File: config.mk
export PLATFORM = sky130hd
export DESIGN_NAME = idm_front
export DESIGN_NICKNAME = d
export VERILOG_FILES = /design/src/idm_pkg.sv /design/src/idm_front.sv
export SDC_FILE = /design/constraint.sdc
export NUM_CORES = 1
export LEC_CHECK = 0
export ABC_CLOCK_PERIOD_IN_PS = 7100
export BUFFER_PORTS_ARGS = -buffer_cell sky130_fd_sc_hd__buf_2
export CAP_MARGIN = 20
export CELL_PAD_IN_SITES_DETAIL_PLACEMENT = 1
export CELL_PAD_IN_SITES_GLOBAL_PLACEMENT = 2
export CORE_MARGIN = 8
export CORE_UTILIZATION = 29
export DETAILED_ROUTE_END_ITERATION = 16
export PLACE_DENSITY_LB_ADDON = 0.25
export SYNTH_ARGS = -nofsm -noshare
export SYNTH_HDL_FRONTEND = slang
export SYNTH_SLANG_ARGS = --single-unit
File: constraint.sdc
create_clock -name clk_i -period 7.1 [get_ports clk_i]
set_input_delay 1.42 -clock clk_i [delete_from_list [all_inputs] [get_ports clk_i]]
set_output_delay 1.42 -clock clk_i [all_outputs]
set_load 0.01 [all_outputs]
File: src/idm_pkg.sv
// ----------------------------------------------------------------------------
// idm_pkg
// Shared types and constants of the interval deadline monitor.
// ----------------------------------------------------------------------------
package idm_pkg;

  // Ring of late-event ticks
  localparam int unsigned RingDepth = 64;
  localparam int unsigned RingAw    = $clog2(RingDepth);
  localparam int unsigned RcntW     = $clog2(RingDepth + 1);

  // Reporting constants
  localparam logic [31:0] WindowMs  = 32'd60000;
  localparam logic [9:0]  MsPerSec  = 10'd1000;

  // Milliseconds to seconds: x / 1000 == (x * SecRecip) >> SecShift for any 32-bit x
  localparam logic [31:0] SecRecip  = 32'h1062_4DD3;
  localparam int unsigned SecShift  = 38;

  // Iterative divider: one quotient bit per cycle
  localparam int unsigned DivSteps  = 32;
  localparam int unsigned DivCntW   = $clog2(DivSteps);

  // Queue between front and back
  localparam int unsigned FifoDepth = 4;
  localparam int unsigned FifoAw    = $clog2(FifoDepth);

  // Command codes of the input item
  localparam logic [1:0] CmdEvent = 2'd0;
  localparam logic [1:0] CmdSnap  = 2'd1;
  localparam logic [1:0] CmdClear = 2'd2;

  // Configuration register indexes
  localparam logic RegThreshold = 1'b0;
  localparam logic RegCyclesPerUs = 1'b1;

  localparam logic [9:0] CyclesPerUsReset = 10'd96;

  typedef enum logic [1:0] {
    OP_EVENT = 2'd0,
    OP_SNAP  = 2'd1,
    OP_CLEAR = 2'd2
  } op_e;

  typedef struct packed {
    logic [1:0]  cmd;
    logic [31:0] cycle_stamp;
    logic [31:0] tick_ms;
  } in_data_t;

  typedef struct packed {
    logic [31:0] event_count;
    logic [31:0] late_count;
    logic [31:0] threshold_us;
    logic [31:0] max_interval_us;
    logic [22:0] first_late_sec;
    logic [22:0] last_late_sec;
    logic [6:0]  recent_late_count;
    logic        recent_capped;
  } out_data_t;

  // Classified transaction held in the queue
  typedef struct packed {
    op_e         op;
    logic [31:0] stamp;
    logic [31:0] tick;
  } q_item_t;

  // Push side of the queue
  typedef struct packed {
    logic    valid;
    q_item_t item;
  } q_push_t;

endpackage

File: src/idm_front.sv
// ----------------------------------------------------------------------------
// idm_front
// Input stage: accepts transactions, classifies the command and drops
// unused codes, then hands them to the queue.
// ----------------------------------------------------------------------------
module idm_front
  import idm_pkg::*;
(
  input  logic     clk_i,
  input  logic     rst_ni,
  input  logic     in_valid_i,
  output logic     in_stall_o,
  input  in_data_t in_data_i,
  output q_push_t  push_o,
  input  logic     full_i
);

  logic    st_vld_q, st_vld_d;
  q_item_t st_q;
  logic    accept;
  logic    push;
  logic    cmd_ok;
  op_e     op;

  assign push       = st_vld_q && !full_i;
  assign in_stall_o = st_vld_q && full_i;
  assign accept     = in_valid_i && !in_stall_o;

  // Classify the command code
  always_comb begin
    cmd_ok = 1'b1;
    op     = OP_EVENT;
    case (in_data_i.cmd)
      CmdEvent: op = OP_EVENT;
      CmdSnap:  op = OP_SNAP;
      CmdClear: op = OP_CLEAR;
      default:  cmd_ok = 1'b0;
    endcase
  end

  always_comb begin
    st_vld_d = st_vld_q;
    if (push) begin
      st_vld_d = 1'b0;
    end
    if (accept && cmd_ok) begin
      st_vld_d = 1'b1;
    end
  end

  always_ff @(posedge clk_i or negedge rst_ni) begin
    if (!rst_ni) begin
      st_vld_q <= 1'b0;
    end else begin
      st_vld_q <= st_vld_d;
    end
  end

  // Hold the classified transaction
  always_ff @(posedge clk_i) begin
    if (accept && cmd_ok) begin
      st_q <= '{op: op, stamp: in_data_i.cycle_stamp, tick: in_data_i.tick_ms};
    end
  end

  assign push_o = '{valid: st_vld_q, item: st_q};

endmodule

# Word level (Yosys, flattened, before mapping)
# Index checks and enable logic that the tools add are counted.
[totals] regBits=67 input_bits=70 out_inout_bits=68 wordCells=19
[classes] eq_ne=2 mux=4 n_reduce_logical=9
[ops] op="$logic_and A1 B1 Y1" n=4
[ops] op="$pmux W2 S2" n=1
[ops] op="$mux W1" n=3
[ops] op="$reduce_or A3 Y1" n=1
[ops] op="$eq A2 B1 Y1 const B" n=1
[ops] op="$eq A2 B2 Y1 const B" n=1
[ops] op="$logic_not A1 Y1" n=2
[ops] op="$logic_not A2 Y1" n=1
[ops] op="$reduce_bool A2 Y1" n=1

# Longest topological paths before layout
# Gate-level depths: netlist of the first run.
[depth] word_depth=5 depth_mapped=2

# Least setup slack after synthesis of the first run
# Ideal clock, no wire load.
[synth_path] path_kind="input to register" start="in in_valid_i" end="reg st_q, in the netlist push_o[0], enable pin" t_arrival_ns=3.323 setup_slack_ns=3.339 stages=2 n_path_buf=0 cell_sequence="a21bo_1 nor2_2"
[synth_between] elab_chain_cells=2
[synth_rtl] item="start, declared" line="idm_front.sv:11" text="input logic in_valid_i,"
[synth_rtl] item="$logic_and A1 B1 Y1" line="idm_front.sv:27" text="assign accept = in_valid_i && !in_stall_o;"
[synth_rtl] item="$logic_and A1 B1 Y1" line="idm_front.sv:61" text="if (accept && cmd_ok) begin"
[synth_rtl] item="end signal, assigned" line="idm_front.sv:62" text="st_q <= '{op: op, stamp: in_data_i.cycle_stamp, tick: in_data_i.tick_ms};"
[synth_rtl] item="end, declared" line="idm_front.sv:19" text="q_item_t st_q;"
# Every way passes these cells.
# A chain may end at the register's enable or synchronous reset.

# Worst setup path after layout of the first run
[layout_path] start="in full_i" end="out in_stall_o"
[layout_between] elab_chain_cells=1
[layout_rtl] item="start, declared" line="idm_front.sv:15" text="input logic full_i"
[layout_rtl] item="$logic_and A1 B1 Y1" line="idm_front.sv:26" text="assign in_stall_o = st_vld_q && full_i;"
[layout_rtl] item="end, declared" line="idm_front.sv:12" text="output logic in_stall_o,"
# Every way passes these cells.

==> metrics.txt, run 1 <==
CP Launch Point=full_i; most common cell after layout, fill and taps aside=buf_2; first-pass GRT wire length=a little over 8 mm; Max IR drop VDD=0.115 mV; worst reg2reg setup slack=between 4 and 5 ns; r2r endpoint=push_o[13]; Slew headroom=0.445; DR pass1 iterations=3; Clock Latency Late Sink=about 0.33 ns; CTS Buf Count=9; Yosys reg bits=67; critical path class=in2out; DIE AREA=approximately 0.010 mm^2; Iter 0 DRT Violations=32; Seq pwr share=0.518; H-tree Lvls=3; CP peak stage delay=between 0.1 and 0.15 ns; input/output buffers=between 100 and 150; P&R area growth vs syn=50.6%; DRC violations left=0; initial antenna violation count=0; setup bufs post-CTS=0; Syn Inst Count=74; RSZ-0062 raised after global routing=false; Multi-input gate area=approximately 49 um^2; DIE WIDTH=around 100 um; Peak Freq=between 300 and 400 MHz; largest net degree at the start of global routing=39; share of cells above drive strength 1=0.678; DR vias=roughly 1.3k; Fin. Hold Viols=0; grt total ovfl=0; dpl cell area=between 0.002 and 0.003 mm^2; Synth warnings=0; Seq. cell area=0.00201 mm^2; Switching Fraction=0.198; highest net fanout along the worst path=3; Final nets=slightly below 300; min cycle time layout=roughly 3.2 ns; switching pwr=around 0.00018 W; Mapped Nets=~140; WP data required=around 5.7 ns; clock sinks=67; sum of negative setup slack=0 ns; wire length per cell=approximately 17 um; Gate power share=0.074; cell area after layout=between 0.003 and 0.004 mm^2; post-route ant nets=0; Power Internal=roughly 0.00072 W; initial core utilization=0.301; Top Ports=138; antenna cells=0; Max Slew Vio Count=0; Crit path top cell by count=buf_2; most frequent cells in the layout=buf_2 (137), edfxtp_1 (66), clkbuf_8 (9); number of setup violations in the final report=0; leakage=between 1 and 1.5 nW; clk_skew=0.00544 ns; final core occ=0.454; worst-path cell chain=buf_2 > and2_4 > buf_2; vias in the first global route=~1.5k; CP Launch Type=input pin; row count=30; Clk pwr share=0.408; Netlist cell types=8; Root Driver=clkbuf_8; Chip Height=100 um; core box area=0.00683 mm^2; Syn Area/Cell=27.8 um^2; drt total wl=roughly 5.5 mm; slowest CP cell=and2_4; GP Congestion=~0.64; Bufs on Longest Clock Path=2; Crit Reg-Reg Startpoint=st_vld_q; register area share after synthesis=0.975; pwr dens=about 290 mW/mm^2; CP arrival=between 1.5 and 2 ns; cts hold-fix bufs=0; via/cell ratio=roughly 4; worst setup path end=in_stall_o; nature of the critical path endpoint=output port; Final Cycle Share=0.452; hold crit path type=reg2reg; FILL cells=722; Synth Cell Area=0.00206 mm^2; outcome=finished, final reports clean; Worst R2R Path Depth=3; GRT Util Overall=0.110; TritonCTS clock tree=yes; max-cap violation count=0; Tightest Pin Transition=just over 0.8 ns; post-cts gate resize count=0; clock-pin slew on the worst setup and hold paths=around 0.070 ns
[how the worst min path moves through the flow]
stage | start | end | slack [ns] | depth (start not counted)
5_1_grt | st_vld_q | st_vld_q | 0.68 | 2
3_5_place_dp | st_vld_q | st_vld_q | 0.63 | 2
6_report | st_vld_q | st_vld_q | 0.64 | 2
4_1_cts | st_vld_q | st_vld_q | 0.65 | 2
3_3_place_gp | st_vld_q | st_vld_q | 0.63 | 2
2_1_floorplan | st_vld_q | st_vld_q | 0.61 | 2
[through the flow]
stage               hold slack (ns)  power (W)  setup slack [ns]  instances
floorplan                     0.612   0.000499              3.34         74
global placement              0.634   0.000540              3.78        307
detailed placement            0.633   0.000543              3.72        307
CTS                           0.653   0.000914              3.89        323
global route                  0.679   0.000934              3.87        323
finish                        0.637   0.000899              3.89        323
[layout make-up]
type,count,share of cell area
multi-input combinational,6,0.0157
clock inverter,6,0.0335
timing repair buffer,138,0.224
clock buffer,10,0.0412
tap,96,0.0387
sequential,67,0.647
[worst max-delay path: cells and delay by family]
family                 cells  cell delay [ns]
buffers and inverters      2             0.23
and+or+nand+nor            1             0.14
[per-layer routing]
metal / track usage / up-vias / share of wire
met4: 0.0767 / 0 / 0.029
met5: 0 / - / 0
li1: - / 589 / -
met1: 0.105 / 585 / 0.36
met3: 0.0796 / 12 / 0.16
met2: 0.166 / 98 / 0.45
[cells by family (layout without fill, tap and decap cells)]
kind of cell,after synthesis,in the layout,synth area share
AO/OA/AOI/OAI,1,1,0.00486
buffers and inverters,1,154,0.00365
flip-flops,67,67,0.975
AND/OR/NAND/NOR,5,5,0.0164
[cell usage after synthesis]
| cell | instances | area share |
|---|---|---|
| and2_4 | 1 | 0.0043 |
| edfxtp_1 | 66 | 0.96 |
| a21bo_1 | 1 | 0.0049 |
| dfrtp_1 | 1 | 0.012 |
| buf_4 | 1 | 0.0036 |
| nor2_2 | 1 | 0.0030 |
| nor2b_1 | 2 | 0.0061 |
| nand2b_1 | 1 | 0.0030 |
[registers in the layout, indices dropped and copies added (netlist names)]
name / cells
push_o: 66
st_vld_q: 1
[power groups by stage]
stage / logic [W] / clock network (W) / registers [W]
finish: 0.0000661 / 0.000367 / 0.000466
global route: 0.0000724 / 0.000393 / 0.000469
CTS: 0.0000681 / 0.000380 / 0.000467
detailed placement: 0.0000681 / 0 / 0.000475
global placement: 0.0000664 / 0 / 0.000474
floorplan: 0.0000109 / 0 / 0.000488
Power figures use the tool's default switching activity.
==> inputs of run 2 (changes only) <==
- ABC_AREA: default -> 1
- ABC_CLOCK_PERIOD_IN_PS: 7100 -> 3300
- CORE_UTILIZATION: 29 -> 26
- clock period: 7.1 -> 3.3 ns (I/O delays scaled with it)
==> metrics.txt, run 2 <==
outcome=finished, final reports clean; CTS Buf Count=9; register area share after synthesis=0.973; top cells by area, synth=edfxtp_1 (96%), dfrtp_1 (1.2%), nand2_2 (0.91%), buf_4 (0.36%), inv_1 (0.36%); Bufs on Longest Clock Path=2; CP Launch Type=input pin; FILL cells=824; max FFs per register=66; clk_skew=0.00561 ns; GRT Util Overall=0.0963; Synth top cells by count=edfxtp_1 (66), nand2_2 (3), inv_1 (2), nor2_1 (2); DIE AREA=around 0.011 mm^2; leakage=between 1 and 1.5 nW; Netlist cell types=9; Worst R2R Path Depth=4; Max Slew Vio Count=0; most frequent cells in the layout=buf_2 (137), edfxtp_1 (66), clkbuf_8 (9); share of cells above drive strength 1=0.674; post-cts gate resize count=0; Peak Freq=~600 MHz; DRC violations left=0; cell area after layout=0.00303 mm^2; vias in the first global route=roughly 1.5k; Syn Inst Count=78; met3 wire len=between 600 and 700 um; clock sinks=67; Mapped Nets=148; sum of negative setup slack=0 ns; Top Ports=roughly 140; antenna cells=0; min cycle time layout=about 1.7 ns; worst slack, placed=between 1 and 1.5 ns; row count=32; Fin. Hold Viols=0; clock-pin slew on the worst setup and hold paths=around 0.07 ns; dpl cells=317; H-tree Lvls=3; Final nets=between 200 and 300; nature of the critical path endpoint=flop; most common cell after layout, fill and taps aside=buf_2; highest net fanout along the worst path=66; Slew headroom=0.477; worst-path cell chain=buf_2 > nand2_1 > nand2_2 > nor2_4 > buf_4; met1 WL=roughly 1.8 mm; dpl cell area=0.00288 mm^2; first-pass GRT wire length=8.04 mm; input/output buffers=between 100 and 150; DR vias=between 1k and 1.5k; core box area=between 0.007 and 0.008 mm^2; DP HPWL=a little over 4 mm; top routing layer in use=met5; DR pass1 iterations=4; Top FF cell, synth=edfxtp_1; Yosys reg bits=between 60 and 70; CP arrival=around 1.7 ns; Iter 0 DRT Violations=28; GP Congestion=about 0.66; top-area cell type share of the netlist area=0.961; wire length per cell=approximately 16 um; WP data required=3.25 ns; Max IR drop VDD=around 0.22 mV; post-route ant nets=0; P&R area growth vs syn=47.0%; max-cap violation count=0; worst reg2reg setup slack=1.65 ns; top-count cell post-synth=edfxtp_1; Tightest Pin Transition=around 0.79 ns; setup bufs post-CTS=0; hold crit path type=in2async; grt total ovfl=0; Clock Latency Late Sink=0.32 ns; RSZ-0062 raised after global routing=false; EDFF count, synth=66; Final Cycle Share=0.516; Syn Area/Cell=26.4 um^2; pwr dens=about 550 mW/mm^2; Synth warnings=0; number of setup violations in the final report=0; initial antenna violation count=1; critical path class=in2reg; Multi-input gate area=a little over 40 um^2; Synth Cell Area=0.00206 mm^2; drt total wl=around 5.2 mm; largest net degree at the start of global routing=67; Root Driver=clkbuf_8; Setup WS post-layout=around 1.6 ns; Chip Height=105 um; FFs w/ async S/R, synth=0.0149; initial core utilization=0.268; cts hold-fix bufs=0; Seq. cell area=0.00201 mm^2; Synth area leader=edfxtp_1; DIE WIDTH=roughly 110 um; DR WL met2=about 2.7 mm; slowest CP cell=buf_4; via/cell ratio=roughly 3.9; CP peak stage delay=0.63 ns; TritonCTS clock tree=yes; Finished Layout Cells=approximately 330
==> run 2: cell types whose count changed after synthesis <==
cell / previous run / this run
inv_1: 0 / 2
nand2b_1: 1 / 0
nor2_1: 0 / 2
nor2b_1: 2 / 0
and2_4: 1 / 0
nand2_2: 0 / 3
inv_2: 0 / 1
nand2_1: 0 / 1
a21bo_1: 1 / 0
==> run 2: through the flow <==
stage	power (W)	utilization	hold WS (ns)
detailed placement	0.00117	0.375	0.435
global route	0.00176	0.394	0.0672
global placement	0.00116	0.375	0.436
floorplan	0.00107	-	0.364
finish	0.00168	0.394	0.0961
CTS	0.00172	0.394	0.0738
==> run 2: area by class of cell <==
type / count / area share
Clock buffer: 11 / 0.0434
Clock inverter: 4 / 0.00619
Inverter: 3 / 0.00372
Multi-Input combinational cell: 7 / 0.0136
Sequential cell: 67 / 0.662
Tap cell: 102 / 0.0421
Timing Repair Buffer: 138 / 0.229
==> run 2: final timing paths <==
kind,from,endpoint
min in group clk_i,in_data_i[48],push_o[48]
worst max-delay path,in_data_i[65],push_o[60]
worst min-delay path,rst_ni,st_vld_q
worst max register to register,st_vld_q,push_o[60]
worst min register to register,st_vld_q,st_vld_q
max in group asynchronous,rst_ni,st_vld_q
==> run 2: cell families after synthesis <==
kind of cell	after synthesis	share of synthesized area
buf+inv	4	0.00910
flops	67	0.973
simple gates	7	0.0176
==> run 2: worst max-delay path, delay by kind of cell <==
family | cells | cell delay [ns]
buffers and inverters | 2 | 0.74
and+or+nand+nor | 3 | 0.22
==> run 2: per-layer routing <==
metal  GRT usage  vias up
li1            -      598
met1      0.0853      609
met2       0.165       80
met3      0.0627       10
met4      0.0489        2
met5           0        -
==> run 2: where the power goes <==
group | switching, W | internal, W
Clock | 0.000274 | 0.000262
Combinational | 0.0000788 | 0.0000607
Sequential | 0.0000108 | 0.000994
Total | 0.000364 | 0.00132
==> inputs of run 3 (changes only) <==
- ABC_AREA: 1 -> 0
- ABC_CLOCK_PERIOD_IN_PS: 3300 -> 1700
- CORE_UTILIZATION: 26 -> 27
- clock period: 3.3 -> 1.7 ns (I/O delays scaled with it)
==> metrics.txt, run 3 (same netlist as run 1, synthesis figures left out) <==
max-cap violation count=0; slowest CP cell=dfrtp_1; via/cell ratio=a little under 4; Top Ports=138; RSZ-0062 raised after global routing=false; TritonCTS clock tree=yes; Slew headroom=0.792; critical path class=reg2out; DIE WIDTH=around 100 um; DP HPWL=~4.3 mm; grt total ovfl=0; Multi-input gate area=55.1 um^2; CP Launch Point=st_vld_q; DR vias=about 1.3k; DIE AREA=~0.011 mm^2; min cycle time layout=1.35 ns; DRC violations left=0; post-route ant nets=0; core box area=roughly 0.0076 mm^2; CP peak stage delay=0.38 ns; Final Cycle Share=0.791; Crit Reg-Reg Startpoint=st_vld_q; CP arrival=slightly above 1 ns; worst reg2reg setup slack=0.37 ns; CP Launch Type=flop; antenna cells=0; Iter 0 DRT Violations=31; FILL cells=between 800 and 900; outcome=finished, final reports clean; vias in the first global route=between 1k and 1.5k; cts hold-fix bufs=1; hold crit path type=in2reg; largest net degree at the start of global routing=43; highest net fanout along the worst path=3; Final nets=just under 300; nature of the critical path endpoint=output port; H-tree Lvls=3; P&R area growth vs syn=53.2%; Peak Freq=743 MHz; leakage=between 1 and 1.5 nW; Chip Height=approximately 100 um; clock sinks=67; Seq. cell area=roughly 0.0020 mm^2; Bufs on Longest Clock Path=2; most frequent cells in the layout=buf_2 (137), edfxtp_1 (66), clkbuf_8 (9); dpl cell area=slightly below 0.003 mm^2; Top Family by Delay on Critical Path=flip-flops; Clock Latency Late Sink=approximately 0.33 ns; Root Driver=clkbuf_8; DR pass1 iterations=4; CP Buf/Inv Count=1; setup bufs post-CTS=0; initial antenna violation count=0; WP data required=approximately 1.4 ns; row count=32; clock-pin slew on the worst setup and hold paths=0.08 ns; max FFs per register=66; worst-path cell chain=and2_4 > buf_2; input/output buffers=around 140; worst hold start=in_data_i[13]; share of cells above drive strength 1=0.686; Max Slew Vio Count=0; GP Congestion=0.618; pwr dens=about 1200 mW/mm^2; most common cell after layout, fill and taps aside=buf_2; clk_skew=about 0.005 ns; Fin. Hold Viols=0; CTS Buf Count=9; number of setup violations in the final report=0; Tightest Pin Transition=0.311 ns; post-cts gate resize count=0; first-pass GRT wire length=around 7.6 mm; GRT Util Overall=0.0969; initial core utilization=0.272; wire length per cell=between 15 and 20 um; Max IR drop VDD=~0.46 mV; final core occ=0.417; drt total wl=5.42 mm; cell area after layout=0.00315 mm^2
[run 3: changes by cell type in the layout (fill, tap and decap cells not counted), moves of 2 or more]
| cell | change |
|---|---|
| clkinv_4 | +2 |
| bufinv_16 | +3 |
| nor2_1 | -2 |
| clkinv_2 | -2 |
| nor2b_1 | +2 |
| nand2_2 | -3 |
| clkbuf_1 | -2 |
| inv_1 | -2 |
[run 3: where the power goes]
group / total (W) / leakage [nW] / internal, W / switching, W
combinational: 0.000285 / 0.580 / 0.000130 / 0.000154
sequential: 0.00195 / 0.634 / 0.00193 / 0.0000203
clock: 0.00157 / 0.121 / 0.000972 / 0.000596
[run 3: per-stage QoR]
step           worst slack (ns)  power, W  std cells  setup TNS (ns)  hold slack, ns
4_1_cts                   0.326   0.00388        331               0           0.159
3_5_place_dp              0.224   0.00228        314               0           0.117
6_report                  0.355   0.00380        331               0           0.183
3_3_place_gp              0.259   0.00226        314               0           0.116
5_1_grt                   0.306   0.00395        331               0           0.159
2_1_floorplan            -0.242   0.00209         74          -15.99          0.0444
[run 3: worst paths after layout]
kind,end,cells past startpoint
min reg2reg,st_vld_q,2
max reg2reg,push_o[37],3
max,in_stall_o,2
min in group asynchronous,st_vld_q,2
min,push_o[13],1
max in group asynchronous,st_vld_q,2
[run 3: routing by layer]
| metal | wire length [um] | up-vias | global-route usage |
|---|---|---|---|
| met1 | 2120 | 616 | 0.108 |
| met3 | 770 | 7 | 0.0489 |
| met2 | 2480 | 91 | 0.154 |
| met4 | 54 | 0 | 0.0400 |
| met5 | 0 | - | 0 |
| li1 | - | 594 | - |
[run 3: final cells by class]
type | count | area share
well taps | 102 | 0.0405
flip-flops and latches | 67 | 0.637
multi-input cells | 6 | 0.0175
repair buffers | 140 | 0.229
clock buffers | 9 | 0.0393
clock inverters | 7 | 0.0369
