===== src/idm_pkg.sv =====
// ----------------------------------------------------------------------------
// idm_pkg
// Shared types and constants of the interval deadline monitor.
// ----------------------------------------------------------------------------
package idm_pkg;

  // Ring of late-event ticks
  localparam int unsigned RingDepth = 64;
  localparam int unsigned RingAw    = $clog2(RingDepth);
  localparam int unsigned RcntW     = $clog2(RingDepth + 1);

  // Reporting constants
  localparam logic [31:0] WindowMs  = 32'd60000;
  localparam logic [9:0]  MsPerSec  = 10'd1000;

  // Milliseconds to seconds: x / 1000 == (x * SecRecip) >> SecShift for any 32-bit x
  localparam logic [31:0] SecRecip  = 32'h1062_4DD3;
  localparam int unsigned SecShift  = 38;

  // Iterative divider: one quotient bit per cycle
  localparam int unsigned DivSteps  = 32;
  localparam int unsigned DivCntW   = $clog2(DivSteps);

  // Queue between front and back
  localparam int unsigned FifoDepth = 4;
  localparam int unsigned FifoAw    = $clog2(FifoDepth);

  // Command codes of the input item
  localparam logic [1:0] CmdEvent = 2'd0;
  localparam logic [1:0] CmdSnap  = 2'd1;
  localparam logic [1:0] CmdClear = 2'd2;

  // Configuration register indexes
  localparam logic RegThreshold = 1'b0;
  localparam logic RegCyclesPerUs = 1'b1;

  localparam logic [9:0] CyclesPerUsReset = 10'd96;

  typedef enum logic [1:0] {
    OP_EVENT = 2'd0,
    OP_SNAP  = 2'd1,
    OP_CLEAR = 2'd2
  } op_e;

  typedef struct packed {
    logic [1:0]  cmd;
    logic [31:0] cycle_stamp;
    logic [31:0] tick_ms;
  } in_data_t;

  typedef struct packed {
    logic [31:0] event_count;
    logic [31:0] late_count;
    logic [31:0] threshold_us;
    logic [31:0] max_interval_us;
    logic [22:0] first_late_sec;
    logic [22:0] last_late_sec;
    logic [6:0]  recent_late_count;
    logic        recent_capped;
  } out_data_t;

  // Classified transaction held in the queue
  typedef struct packed {
    op_e         op;
    logic [31:0] stamp;
    logic [31:0] tick;
  } q_item_t;

  // Push side of the queue
  typedef struct packed {
    logic    valid;
    q_item_t item;
  } q_push_t;

endpackage


===== src/idm_fifo.sv =====
// ----------------------------------------------------------------------------
// idm_fifo
// Short queue of classified transactions between front and back.
// ----------------------------------------------------------------------------
module idm_fifo
  import idm_pkg::*;
(
  input  logic    clk_i,
  input  logic    rst_ni,
  input  q_push_t push_i,
  output logic    full_o,
  input  logic    pop_i,
  output logic    empty_o,
  output q_item_t item_o
);

  q_item_t           mem_q [FifoDepth];
  logic [FifoAw-1:0] wptr_q, rptr_q;
  logic [FifoAw:0]   count_q;
  logic              do_push, do_pop;

  assign full_o  = (count_q == (FifoAw + 1)'(FifoDepth));
  assign empty_o = (count_q == '0);
  assign do_push = push_i.valid && !full_o;
  assign do_pop  = pop_i && !empty_o;
  assign item_o  = mem_q[rptr_q];

  // Store pushed transaction
  always_ff @(posedge clk_i) begin
    if (do_push) begin
      mem_q[wptr_q] <= push_i.item;
    end
  end

  // Advance pointers and fill count
  always_ff @(posedge clk_i or negedge rst_ni) begin
    if (!rst_ni) begin
      wptr_q  <= '0;
      rptr_q  <= '0;
      count_q <= '0;
    end else begin
      if (do_push) begin
        wptr_q <= (wptr_q == FifoAw'(FifoDepth - 1)) ? '0 : wptr_q + 1'b1;
      end
      if (do_pop) begin
        rptr_q <= (rptr_q == FifoAw'(FifoDepth - 1)) ? '0 : rptr_q + 1'b1;
      end
      if (do_push && !do_pop) begin
        count_q <= count_q + 1'b1;
      end else if (do_pop && !do_push) begin
        count_q <= count_q - 1'b1;
      end
    end
  end

endmodule


===== config.mk =====
export PLATFORM = sky130hd
export DESIGN_NAME = idm_fifo
export DESIGN_NICKNAME = d
export VERILOG_FILES = /design/src/idm_pkg.sv /design/src/idm_fifo.sv
export SDC_FILE = /design/constraint.sdc
export NUM_CORES = 1
export LEC_CHECK = 0
export BUFFER_PORTS_ARGS = -buffer_cell sky130_fd_sc_hd__buf_2
export CORE_MARGIN = 1.5
export CORE_UTILIZATION = 45
export CTS_CLUSTER_SIZE = 20
export DETAILED_ROUTE_END_ITERATION = 10
export SETUP_SLACK_MARGIN = 0.1
export SYNTH_ARGS = -nofsm -noshare
export SYNTH_HDL_FRONTEND = slang
export SYNTH_SLANG_ARGS = --single-unit

===== constraint.sdc =====
create_clock -name clk_i -period 12.4 [get_ports clk_i]
set_clock_uncertainty 0.2 [all_clocks]
set_input_delay 3.72 -clock clk_i [delete_from_list [all_inputs] [get_ports clk_i]]
set_output_delay 3.72 -clock clk_i [all_outputs]
set_load 0.03 [all_outputs]

-- After elaboration in Yosys (flattened, before gate mapping)
Memories as Yosys holds them, arrays and structs flattened.
Index checks and enable logic that the tools add are counted.
- register bits: 7
- bits in writable memories: 264
- input bits: 70
- output and inout bits: 68
- word-level logic and storage cells: 27
- memories kept: 1
- add/sub/neg operators: 4
- equal/unequal tests: 3
- muxes and demuxes: 6
- reductions and logical operators: 10
- memories (name ; words ; bits a word ; read ports ; clocked after Yosys merged registers in ; write ports ; RTL line ; RTL):
    mem_q ; 4 ; 66 ; 1 ; 0 ; 1 ; idm_fifo.sv:17 ; q_item_t mem_q [FifoDepth];
- operator list (cell ; number):
    $mux 3 ; 2
    $add 2x1->2 const B ; 2
    $eq 2x2->1 const B ; 2
    $logic_and 1x1->1 ; 4
    $logic_not 1->1 ; 4
    $mux 2 ; 2
    $add 3x1->3 const B ; 1
    $eq 3x3->1 const B ; 1
    $logic_not 3->1 ; 1
    $sub 3x1->3 const B ; 1
    $mux 1 ; 2
    $reduce_bool 2->1 ; 1

-- Logic depth before layout (Yosys ltp)
Gate-level depths: netlist (run 1).
- word-level depth: 7
- gate-level depth with buffers: 8
- depth with buffers taken out: 8

-- Worst setup path before layout (run 1)
OpenSTA, ideal clock, no wires.
- path type: input port to flip-flop
- start point: input push_i[66] (netlist bit)
- end point: memory mem_q[3][0] (netlist bit) (enable)
- library setup time: 0.492 ns
- arrival: 6.548 ns
- data required time: 11.708 ns
- setup slack: 5.161 ns
- stages on the path: 2
- path buffers: 0
- cell sequence: nand2_1 > nor2_1
- longest elaborated chain between the ends: 3
- ends and longest elaborated chain (element ; RTL line ; RTL):
    start: declaration ; idm_fifo.sv:10 ; input q_push_t push_i,
    $logic_and 1x1->1 ; idm_fifo.sv:24 ; assign do_push = push_i.valid && !full_o;
    $mux 1 ; idm_fifo.sv:30 ; if (do_push) begin
    $mux 1 (implied by the code) ; idm_fifo.sv:31 ; mem_q[wptr_q] <= push_i.item;
    end: declaration ; idm_fifo.sv:17 ;
No other way between the ends.

==> metrics, run 1 <==
Total GRT Usage 15.9%; boundary pin count 138; clock slew seen by the registers of the worst setup and hold paths 60 ps; row count 54; Critical Path End item_o[7]; Syn Area/Cell 26.1 µm²; worst hold path class flip-flop to flip-flop; Setup Buffers After CTS 0; Crit Reg-Reg Endpoint mem_q[3][50]$_DFFE_PP_; crit path kind flip-flop to output port; startpoint type of the worst setup path flip-flop; Register Area 8110 µm²; clk sinks 271; first-pass GRT wire length 28100 µm; Critical Path Start rptr_q[0]$_DFFE_PN0P_; pins over their slew limit 0; Die W 152 µm; FF-to-FF setup slack 9630 ps; final antenna-violating net count 0; DRT Pass-1 Iters 4; Seq cells post-synth 271; CP Max Fanout 39; total power 0.00303 W; reg2reg start wptr_q[0]$_DFFE_PN0P_; layout cell share with drive strength beyond 1 45.2%; period utilisation layout 55.4%; Die Height 152 µm; gp weighted congestion 0.692; multi-input logic area 1750 µm²; IO buf count 137; vias per inst 5.25; die area 23100 µm²; status finished clean; fill count 1675; asr flop ratio synth 2.58%; Worst R2R Path Depth 4; commonest cells after routing, fill and taps aside 264 x edfxtp_1, 137 x buf_2, 66 x mux4_2; Overflow after GRT 0; number of synthesized flops with an enable pin 264; required time worst endpoint 8480 ps; Crit. End Element output port; Final setup viols 0; normalized max-slew margin 23.0%; accumulated negative setup slack 0 ps; Starting Density 45.8%; Worst Max-Slew Pin Slew 1150 ps; Top delay family on crit path buffers and inverters; Crit-path slowest cell dfrtp_4; YS warnings 0; post-CTS sizing 0; static leakage 3.99 nW; Synth Net Count 459; clock root buffer clkbuf_16; minimum period implied by the final worst setup slack 6870 ps; Synth-to-Final Area Change 17.7%; CTS tree built; drt wl/cell 21.2 µm; mapped cell area 9980 µm²; Worst path depth 3; CP max stage delay 820 ps; number of buffers and inverters on the critical path 2; initial antenna violation count 2; Final Hold Viols 0; worst path cell trace buf_4, mux4_2, buf_2; CP Data Arrival Time 2950 ps; Syn Inst Count 382; hold_buf cts 0; top_reg_cell synth edfxtp_1; DR DRC count 0; Netlist cell types 22; hpwl dp 9910 µm; number of global-route vias before repair 4886; vias 4393; VDD IR max 0.157 mV; fin util 53.8%; nets@finish 612; H-tree levels 1; core area 21800 µm²; PD cells 258 nW/µm²; top achievable clock speed 146 MHz; Starting DRT DRC Count 232; Total Wirelength 17700 µm; number of max-cap violations 0; RSZ-0062 raised after global routing false; CTS buffer count 27; commonest non-fill, non-tap cell in the layout edfxtp_1; deepest clock path buffer count 3; largest net degree at the start of global routing 69; worst hold slack 342 ps; sequential area share after synthesis 81.2%; worst skew pair latency 510 ps
==> report_power, final <==
group / switching, W / internal, W
sequential: 0.000121 / 0.00121
combinational: 0.000581 / 0.000358
clock: 0.000315 / 0.000440
total: 0.00102 / 0.00201
==> worst min path at each step <==
stage / endpoint / slack, ps / depth (start not counted) / start
detailed placement: count_q[2]$_DFFE_PN0P_ / 320 / 1 / count_q[2]$_DFFE_PN0P_
floorplan: count_q[2]$_DFFE_PN0P_ / 290 / 1 / count_q[2]$_DFFE_PN0P_
global route: count_q[2]$_DFFE_PN0P_ / 390 / 1 / count_q[2]$_DFFE_PN0P_
global placement: count_q[2]$_DFFE_PN0P_ / 310 / 1 / count_q[2]$_DFFE_PN0P_
CTS: count_q[2]$_DFFE_PN0P_ / 330 / 1 / count_q[2]$_DFFE_PN0P_
finish: count_q[2]$_DFFE_PN0P_ / 340 / 1 / count_q[2]$_DFFE_PN0P_
==> final cells by class <==
class                   count  share of cell area [%]
multi-input cells          93                    14.9
repair buffers            139                    5.96
flip-flops and latches    271                    69.0
diodes                      1                  0.0213
clock inverters            14                   0.969
clock buffers              35                    6.01
inverters                   3                  0.0959
well taps                 280                    2.98
==> logic make-up after synthesis <==
kind of cell             count (synthesis)  share of synthesized area (%)
AND/OR/NAND/NOR                         11                          0.652
flip-flops                             271                           81.2
buffers and inverters                   18                           1.44
multiplexers                            70                           15.3
AO/OA/AOI/OAI                            2                          0.201
XOR/XNOR                                 3                          0.263
adder cells (fa/ha/maj)                  7                          0.952
==> registers in the layout (all words and copies together) (netlist names) <==
signal	cells
mem_q	264
count_q	3
wptr_q	2
rptr_q	2
==> worst reg2reg max path: stages (launching register included) <==
cell	delay, ps
dfrtp_1	410
ha_1	190
nand2_1	90
nor2_4	860
buf_4	630
==> synthesized netlist by cell type (2+ instances only) <==
cell type    n  area [µm²]
buf_1        3        11.3
xor2_1       2        17.5
edfxtp_1   264        7930
dfrtp_1      7         175
nor2_1       3        11.3
and2_1       3        18.8
mux2_2       4        45.0
buf_12       3        60.1
ha_1         6        75.1
nor3_1       2        10.0
inv_1        3        11.3
buf_4        4        30.0
mux4_2      66        1490
buf_2        4        20.0
==> per-stage QoR <==
stage          setup slack (ps)  area [µm²]  std cells
2_1_floorplan              5160        9980        382
3_5_place_dp               5940       10900        786
6_report                   5530       11700        836
3_3_place_gp               5950       10900        786
4_1_cts                    5370       11700        835
5_1_grt                    5240       11700        835
==> per-layer routing <==
layer	vias to the layer above	routed length [µm]	GRT usage, %	share of wire, %
met4	2	275	4.16	1.6
met1	2321	7070	20.0	40
met5	-	13	0	0.073
met2	99	9390	27.6	53
li1	1947	-	-	-
met3	24	956	3.79	5.4
(Power assumes the default switching activity.)
==> inputs of run 2 (changes only) <==
--- a/config.mk
+++ b/config.mk
@@ -5,6 +5,7 @@
 export SDC_FILE = /design/constraint.sdc
 export NUM_CORES = 1
 export LEC_CHECK = 0
+export ABC_AREA = 1
 export BUFFER_PORTS_ARGS = -buffer_cell sky130_fd_sc_hd__buf_2
 export CORE_MARGIN = 1.5
 export CORE_UTILIZATION = 45
==> constraint.sdc (replaced) <==
create_clock -name clk_i -period 6.5 [get_ports clk_i]
set_clock_uncertainty 0.2 [all_clocks]
set_input_delay 1.95 -clock clk_i [delete_from_list [all_inputs] [get_ports clk_i]]
set_output_delay 1.95 -clock clk_i [all_outputs]
set_load 0.03 [all_outputs]
==> run 2 against run 1 <==
Sequential power grew 83%; largest cell class unchanged; total power grew 110%; synthesized area grew 11%; first-iteration DRC count grew 56%; global-route usage grew 0.63 points.
==> metrics, run 2 <==
status finished clean (unchanged); IO buf count 137 (unchanged); boundary pin count 138 (unchanged); CTS tree built (unchanged); Sw Ratio 38.4% (was 33.6%); Compound-Gate Fraction of Synth Area 9.10% (was 0.201%); CP Max Fanout 77 (was 39); mapped cell area 11000 µm² (was 9980 µm²); normalized max-slew margin 30.5% (was 23.0%); clock slew seen by the registers of the worst setup and hold paths 60 ps (about the same); post-CTS sizing 0 (unchanged); Top delay family on crit path flip-flops (was buffers and inverters); H-tree levels 1 (unchanged); Setup Buffers After CTS 0 (unchanged); first-pass GRT wire length 32700 µm (was 28100 µm); gp weighted congestion 0.713 (was 0.692); YS warnings 0 (unchanged); top cell type's share of synthesized area 71.7% (was 79.4%); clock root buffer clkbuf_16 (unchanged); Largest regs mem_q x264, count_q x3 (unchanged); drt wl/cell 16.0 µm (was 21.2 µm); synth top area cells edfxtp_1 72%, o211ai_1 8.8%, nand2_1 7.2% (was edfxtp_1 79%, mux4_2 15%, dfrtp_1 1.8%); Starting Density 45.7% (was 45.8%); Area after DPL 11900 µm² (was 10900 µm²); Syn Inst Count 832 (was 382); CP max stage delay 900 ps (was 820 ps); hold endpoint count_q[2]$_DFFE_PN0P_ (unchanged); Post-Synth Adder-Cell Area 0.861% (was 0.952%); Synth Net Count 909 (was 459); vias per inst 4.83 (was 5.25); commonest non-fill, non-tap cell in the layout edfxtp_1 (unchanged); Crit Reg-Reg Endpoint mem_q[2][16]$_DFFE_PP_ (was mem_q[3][50]$_DFFE_PP_); worst path cell trace buf_4, o211ai_1, nand2_1, buf_2 (was buf_4, mux4_2, buf_2); Hold Path Depth 2 (was 1); CP Data Arrival Time 2560 ps (was 2950 ps); final instance area 12800 µm² (was 11700 µm²); core area 24200 µm² (was 21800 µm²); DRT Pass-1 Iters 5 (was 4); nets@finish 1041 (was 612); Pint 0.00391 W (was 0.00201 W); combinational group share of total power 36.1% (was 31.0%); Seq cells post-synth 271 (unchanged); Post-Synth Simple-Gate Area 7.81% (was 0.652%); Starting DRT DRC Count 362 (was 232); pins over their slew limit 0 (unchanged); die area 25500 µm² (was 23100 µm²); VDD IR max 0.267 mV (was 0.157 mV); Total GRT Usage 16.5% (was 15.9%); switching pwr 0.00244 W (was 0.00102 W); DR DRC count 0 (unchanged); largest net degree at the start of global routing 93 (was 69); clock share of power 25.4% (was 24.9%); PD cells 497 nW/µm² (was 258 nW/µm²); Final Hold Viols 0 (unchanged); minimum period implied by the final worst setup slack 4710 ps; final antenna-violating net count 0 (unchanged); required time worst endpoint 4350 ps (was 8480 ps); commonest cells after routing, fill and taps aside 264 x edfxtp_1, 213 x nand2_1, 147 x inv_1 (was 264 x edfxtp_1, 137 x buf_2, 66 x mux4_2); worst skew pair latency 520 ps (was 510 ps); Crit. End Element output port (unchanged); vias 6322 (was 4393); row count 57 (was 54); initial antenna violation count 2 (unchanged); fill count 2012 (was 1675); hpwl dp 11800 µm (was 9910 µm); Worst R2R Path Depth 5 (was 4); period utilisation layout 72.4%; sequential area share after synthesis 73.3% (was 81.2%); static leakage 5.10 nW (was 3.99 nW); Netlist cell types 18 (was 22); Die Height 160 µm (was 152 µm); deepest clock path buffer count 3 (unchanged); mux cell area share after synthesis 0% (was 15.3%); Layout Cells excl Fill 1309 (was 836); Placed Cells 1259 (was 786); Overflow after GRT 0 (unchanged); CTS buffer count 27 (unchanged); sequential share of power 38.5% (was 44.1%); asr flop ratio synth 2.58% (unchanged); FF-to-FF setup slack 3690 ps (was 9630 ps); Crit-path slowest cell dfrtp_4 (unchanged); dominant cell type by area after synthesis edfxtp_1 (unchanged); layout cell share with drive strength beyond 1 19.6% (was 45.2%); worst hold path class flip-flop to flip-flop (unchanged); Biggest register mem_q (unchanged); number of max-cap violations 0 (unchanged); number of global-route vias before repair 6022 (was 4886); Total Wirelength 20900 µm (was 17700 µm); fin util 52.8% (was 53.8%); number of flip-flops in the largest register 264 (unchanged); reg2reg start count_q[0]$_DFFE_PN0P_ (was wptr_q[0]$_DFFE_PN0P_); Syn Area/Cell 13.3 µm² (was 26.1 µm²); Final setup viols 0 (unchanged); Worst Max-Slew Pin Slew 1040 ps (was 1150 ps); RSZ-0062 raised after global routing false (unchanged); worst hold path startpoint count_q[2]$_DFFE_PN0P_ (unchanged); number of synthesized flops with an enable pin 264 (unchanged); total power 0.00634 W (was 0.00303 W); post-synthesis xor/xnor area fraction 0.0793% (was 0.263%); crit path kind flip-flop to output port (unchanged); Synth-to-Final Area Change 15.6% (was 17.7%); startpoint type of the worst setup path flip-flop (unchanged); Post-synth top cells 264 x edfxtp_1, 213 x nand2_1, 147 x inv_1 (was 264 x edfxtp_1, 66 x mux4_2, 7 x dfrtp_1); most numerous cell in the Yosys netlist edfxtp_1 (unchanged); largest family of logic cells by synthesized area compound AO/OA/AOI/OAI gates (was multiplexers); top achievable clock speed 212 MHz; accumulated negative setup slack 0 ps (unchanged); hold_buf cts 0 (unchanged); Die W 160 µm (was 152 µm); clk sinks 271 (unchanged); top_reg_cell synth edfxtp_1 (unchanged); number of buffers and inverters on the critical path 2 (unchanged)
-- run 2: final cells by class --
class                           instances  area (µm²)  area share (%)
Sequential cell                       271        8110            63.5
Multi-Input combinational cell        368        2000            15.7
Timing Repair Buffer                  148         781            6.11
Clock buffer                           33         698            5.47
Inverter                              148         556            4.35
Tap cell                              324         405            3.17
Clock inverter                         16         221            1.73
Antenna cell                            1        2.50          0.0196
-- run 2: routing by layer --
metal | up-vias | part of all wire (%) | global-route usage (%)
met4 | 2 | 2.0 | 4.55
met3 | 33 | 5.6 | 3.14
met5 | - | 0.048 | 0
met1 | 3005 | 44 | 21.8
li1 | 3141 | - | -
met2 | 141 | 49 | 28.0
-- run 2: cell families after synthesis --
kind of cell	Yosys count
DFF	271
adders and majority gates	7
xor gates and xnor gates	1
and+or+nand+nor	227
buffers and inverters	193
AOI/OAI and AO/OA	133
-- run 2: power groups by stage --
stage | registers, W | logic, W | clock network [W]
after floorplan | 0.00243 | 0.00186 | 0
after global placement | 0.00247 | 0.00232 | 0
after detailed placement | 0.00248 | 0.00233 | 0
after CTS | 0.00244 | 0.00234 | 0.00164
after global routing | 0.00248 | 0.00251 | 0.00172
final | 0.00244 | 0.00229 | 0.00161
-- run 2: worst max-delay path by stage --
stage / from / end / slack, ps / cells past startpoint
after floorplan: push_i[66] / mem_q[0][0]$_DFFE_PP_ / 960 / 2
after global routing: rptr_q[0]$_DFFE_PN0P_ / item_o[33] / 1600 / 5
after CTS: rptr_q[1]$_DFFE_PN0P_ / item_o[52] / 1770 / 5
after global placement: push_i[66] / mem_q[2][16]$_DFFE_PP_ / 2290 / 4
final: rptr_q[0]$_DFFE_PN0P_ / item_o[17] / 1790 / 4
after detailed placement: push_i[66] / mem_q[2][16]$_DFFE_PP_ / 2240 / 4
-- run 2: worst register-to-register path: cells and delay by family (launching register included) --
kind                   cells  cell delay (ps)
and+or+nand+nor            3             1270
buffers and inverters      2              580
DFF                        1              420
-- run 2: stage by stage --
stage	setup slack (ps)	hold WS (ps)
after CTS	1770	311
final	1790	309
after global routing	1600	360
after floorplan	956	263
after global placement	2290	283
after detailed placement	2240	296
==> inputs of run 3 (changes only) <==
==> constraint.sdc (replaced) <==
create_clock -name clk_i -period 4.5 [get_ports clk_i]
set_clock_uncertainty 0.2 [all_clocks]
set_input_delay 1.35 -clock clk_i [delete_from_list [all_inputs] [get_ports clk_i]]
set_output_delay 1.35 -clock clk_i [all_outputs]
set_load 0.03 [all_outputs]
==> run 3 against run 2 <==
Worst hold slack worse by 16 ps; register-to-register slack worse by 1700 ps; wire length down 0.17%; cell count up 0.53%; total power up 44%; sequential power up 44%; final area up 0.45%; largest power group unchanged; highest routed layer unchanged.
==> metrics, run 3 (synthesis results as in run 2) <==
status finished clean (unchanged); Biggest register mem_q (unchanged); Placed Cells 1266 (was 1259); CTS tree built (unchanged); Final setup viols 0 (unchanged); number of flip-flops in the largest register 264 (unchanged); Crit. End Element output port (unchanged); combinational group share of total power 37.0% (was 36.1%); Final Hold Viols 0 (unchanged); number of global-route vias before repair 6320 (was 6022); die area 25500 µm² (unchanged); Sw Ratio 38.6% (was 38.4%); Starting Density 45.7% (unchanged); period utilisation layout 86.7%; fill count 2040 (was 2012); most frequent CP cell nand2_1; sequential share of power 38.4% (was 38.5%); Pint 0.00561 W (was 0.00391 W); Largest regs mem_q x264, count_q x3 (unchanged); clk sinks 271 (unchanged); clock share of power 24.6% (was 25.4%); layout cell share with drive strength beyond 1 20.2% (was 19.6%); VDD IR max 0.372 mV (was 0.267 mV); top achievable clock speed 256 MHz; Starting DRT DRC Count 311 (was 362); Layout Cells excl Fill 1316 (was 1309); deepest clock path buffer count 3 (unchanged); normalized max-slew margin 43.7% (was 30.5%); core area 24200 µm² (unchanged); Critical Path Start rptr_q[0]$_DFFE_PN0P_ (unchanged); Overflow after GRT 0 (unchanged); PD cells 711 nW/µm² (was 497 nW/µm²); nets@finish 1050 (was 1041); Die W 160 µm (unchanged); CTS buffer count 29 (was 27); Worst Max-Slew Pin Slew 845 ps (was 1040 ps); Total Wirelength 20900 µm (about the same); DRT Pass-1 Iters 5 (unchanged); gp weighted congestion 0.706 (was 0.713); Setup Buffers After CTS 0 (unchanged); hold_buf cts 0 (unchanged); drt wl/cell 15.9 µm (was 16.0 µm); static leakage 5.12 nW (was 5.10 nW); reg2reg start count_q[0]$_DFFE_PN0P_ (unchanged); Area after DPL 11900 µm² (about the same); worst hold path class flip-flop to flip-flop (unchanged); initial antenna violation count 3 (was 2); first-pass GRT wire length 33400 µm (was 32700 µm); setup slack at placement 1140 ps (was 2240 ps); final antenna-violating net count 0 (unchanged); CP Data Arrival Time 2350 ps (was 2560 ps); fin util 53.1% (was 52.8%); worst hold path startpoint count_q[2]$_DFFE_PN0P_ (unchanged); DR DRC count 0 (unchanged); number of buffers and inverters on the critical path 2 (unchanged); multi-input logic area 2000 µm² (unchanged); boundary pin count 138 (unchanged); worst hold slack 293 ps (was 309 ps); crit path kind flip-flop to output port (unchanged); clock root buffer clkbuf_16 (unchanged); IO buf count 137 (unchanged); minimum period implied by the final worst setup slack 3900 ps; largest net degree at the start of global routing 84 (was 93); worst path cell trace buf_4, nand2_1, o211ai_1, nand2_1, buf_2 (was buf_4, o211ai_1, nand2_1, buf_2); Synth-to-Final Area Change 16.1% (was 15.6%); switching pwr 0.00352 W (was 0.00244 W); vias per inst 4.87 (was 4.83); Crit-path slowest cell dfrtp_4 (unchanged); final instance area 12800 µm² (about the same); CP Max Fanout 57 (was 77); Register Area 8110 µm² (unchanged); final worst slack 598 ps (was 1790 ps); pins over their slew limit 0 (unchanged); clock slew seen by the registers of the worst setup and hold paths 60 ps (about the same); RSZ-0062 raised after global routing false (unchanged); commonest non-fill, non-tap cell in the layout edfxtp_1 (unchanged); post-CTS sizing 0 (unchanged); number of max-cap violations 0 (unchanged); required time worst endpoint 2950 ps (was 4350 ps); hpwl dp 12400 µm (was 11800 µm); CP max stage delay 820 ps (was 900 ps); commonest cells after routing, fill and taps aside 264 x edfxtp_1, 213 x nand2_1, 147 x inv_1 (unchanged); Die Height 160 µm (unchanged); Total GRT Usage 16.8% (was 16.5%); vias 6412 (was 6322); Top delay family on crit path flip-flops (unchanged); worst skew pair latency 530 ps (was 520 ps); row count 57 (unchanged); startpoint type of the worst setup path flip-flop (unchanged); H-tree levels 1 (unchanged)
## run 3: tightest hold or removal path: stages, from the launching register on
cell and delay, ps:
dfrtp_1 360, nand2_1 60, nand2_1 40
## run 3: final cells by class
cell class / instances / share of cell area, %
Clock buffer: 38 / 6.00
Multi-Input combinational cell: 368 / 15.6
Clock inverter: 11 / 1.01
Inverter: 148 / 4.33
Antenna cell: 1 / 0.0195
Tap cell: 324 / 3.16
Sequential cell: 271 / 63.2
Timing Repair Buffer: 155 / 6.69
## run 3: through the flow
| stage | setup TNS (ps) | total power [W] |
|---|---|---|
| after floorplan | -117150 | 0.00619 |
| after global placement | 0 | 0.00696 |
| after detailed placement | 0 | 0.00700 |
| after CTS | 0 | 0.00925 |
| after global routing | 0 | 0.00966 |
| final | 0 | 0.00913 |
## run 3: final timing paths
kind | to | slack [ps] | depth (start not counted)
worst max-delay path | item_o[35] | 600 | 5
worst max register to register | mem_q[0][12]$_DFFE_PP_ | 2010 | 5
worst min register to register | count_q[2]$_DFFE_PN0P_ | 290 | 2
min in group asynchronous | count_q[2]$_DFFE_PN0P_ | 440 | 1
worst min-delay path | count_q[2]$_DFFE_PN0P_ | 290 | 2
max in group asynchronous | rptr_q[0]$_DFFE_PN0P_ | 3480 | 1
## run 3: power groups by stage
| stage | registers (W) | logic, W | clock network (W) |
|---|---|---|---|
| after global routing | 0.00355 | 0.00371 | 0.00240 |
| after detailed placement | 0.00356 | 0.00343 | 0 |
| after global placement | 0.00355 | 0.00341 | 0 |
| final | 0.00351 | 0.00338 | 0.00224 |
| after floorplan | 0.00350 | 0.00268 | 0 |
| after CTS | 0.00351 | 0.00344 | 0.00230 |
## run 3: layer usage
| layer | vias to the layer above | GRT usage [%] | share of wire, % |
|---|---|---|---|
| met5 | - | 0 | 0.033 |
| met4 | 2 | 3.82 | 1.9 |
| met3 | 29 | 3.58 | 5.4 |
| met2 | 148 | 28.8 | 49 |
| met1 | 3070 | 21.9 | 44 |
| li1 | 3163 | - | - |
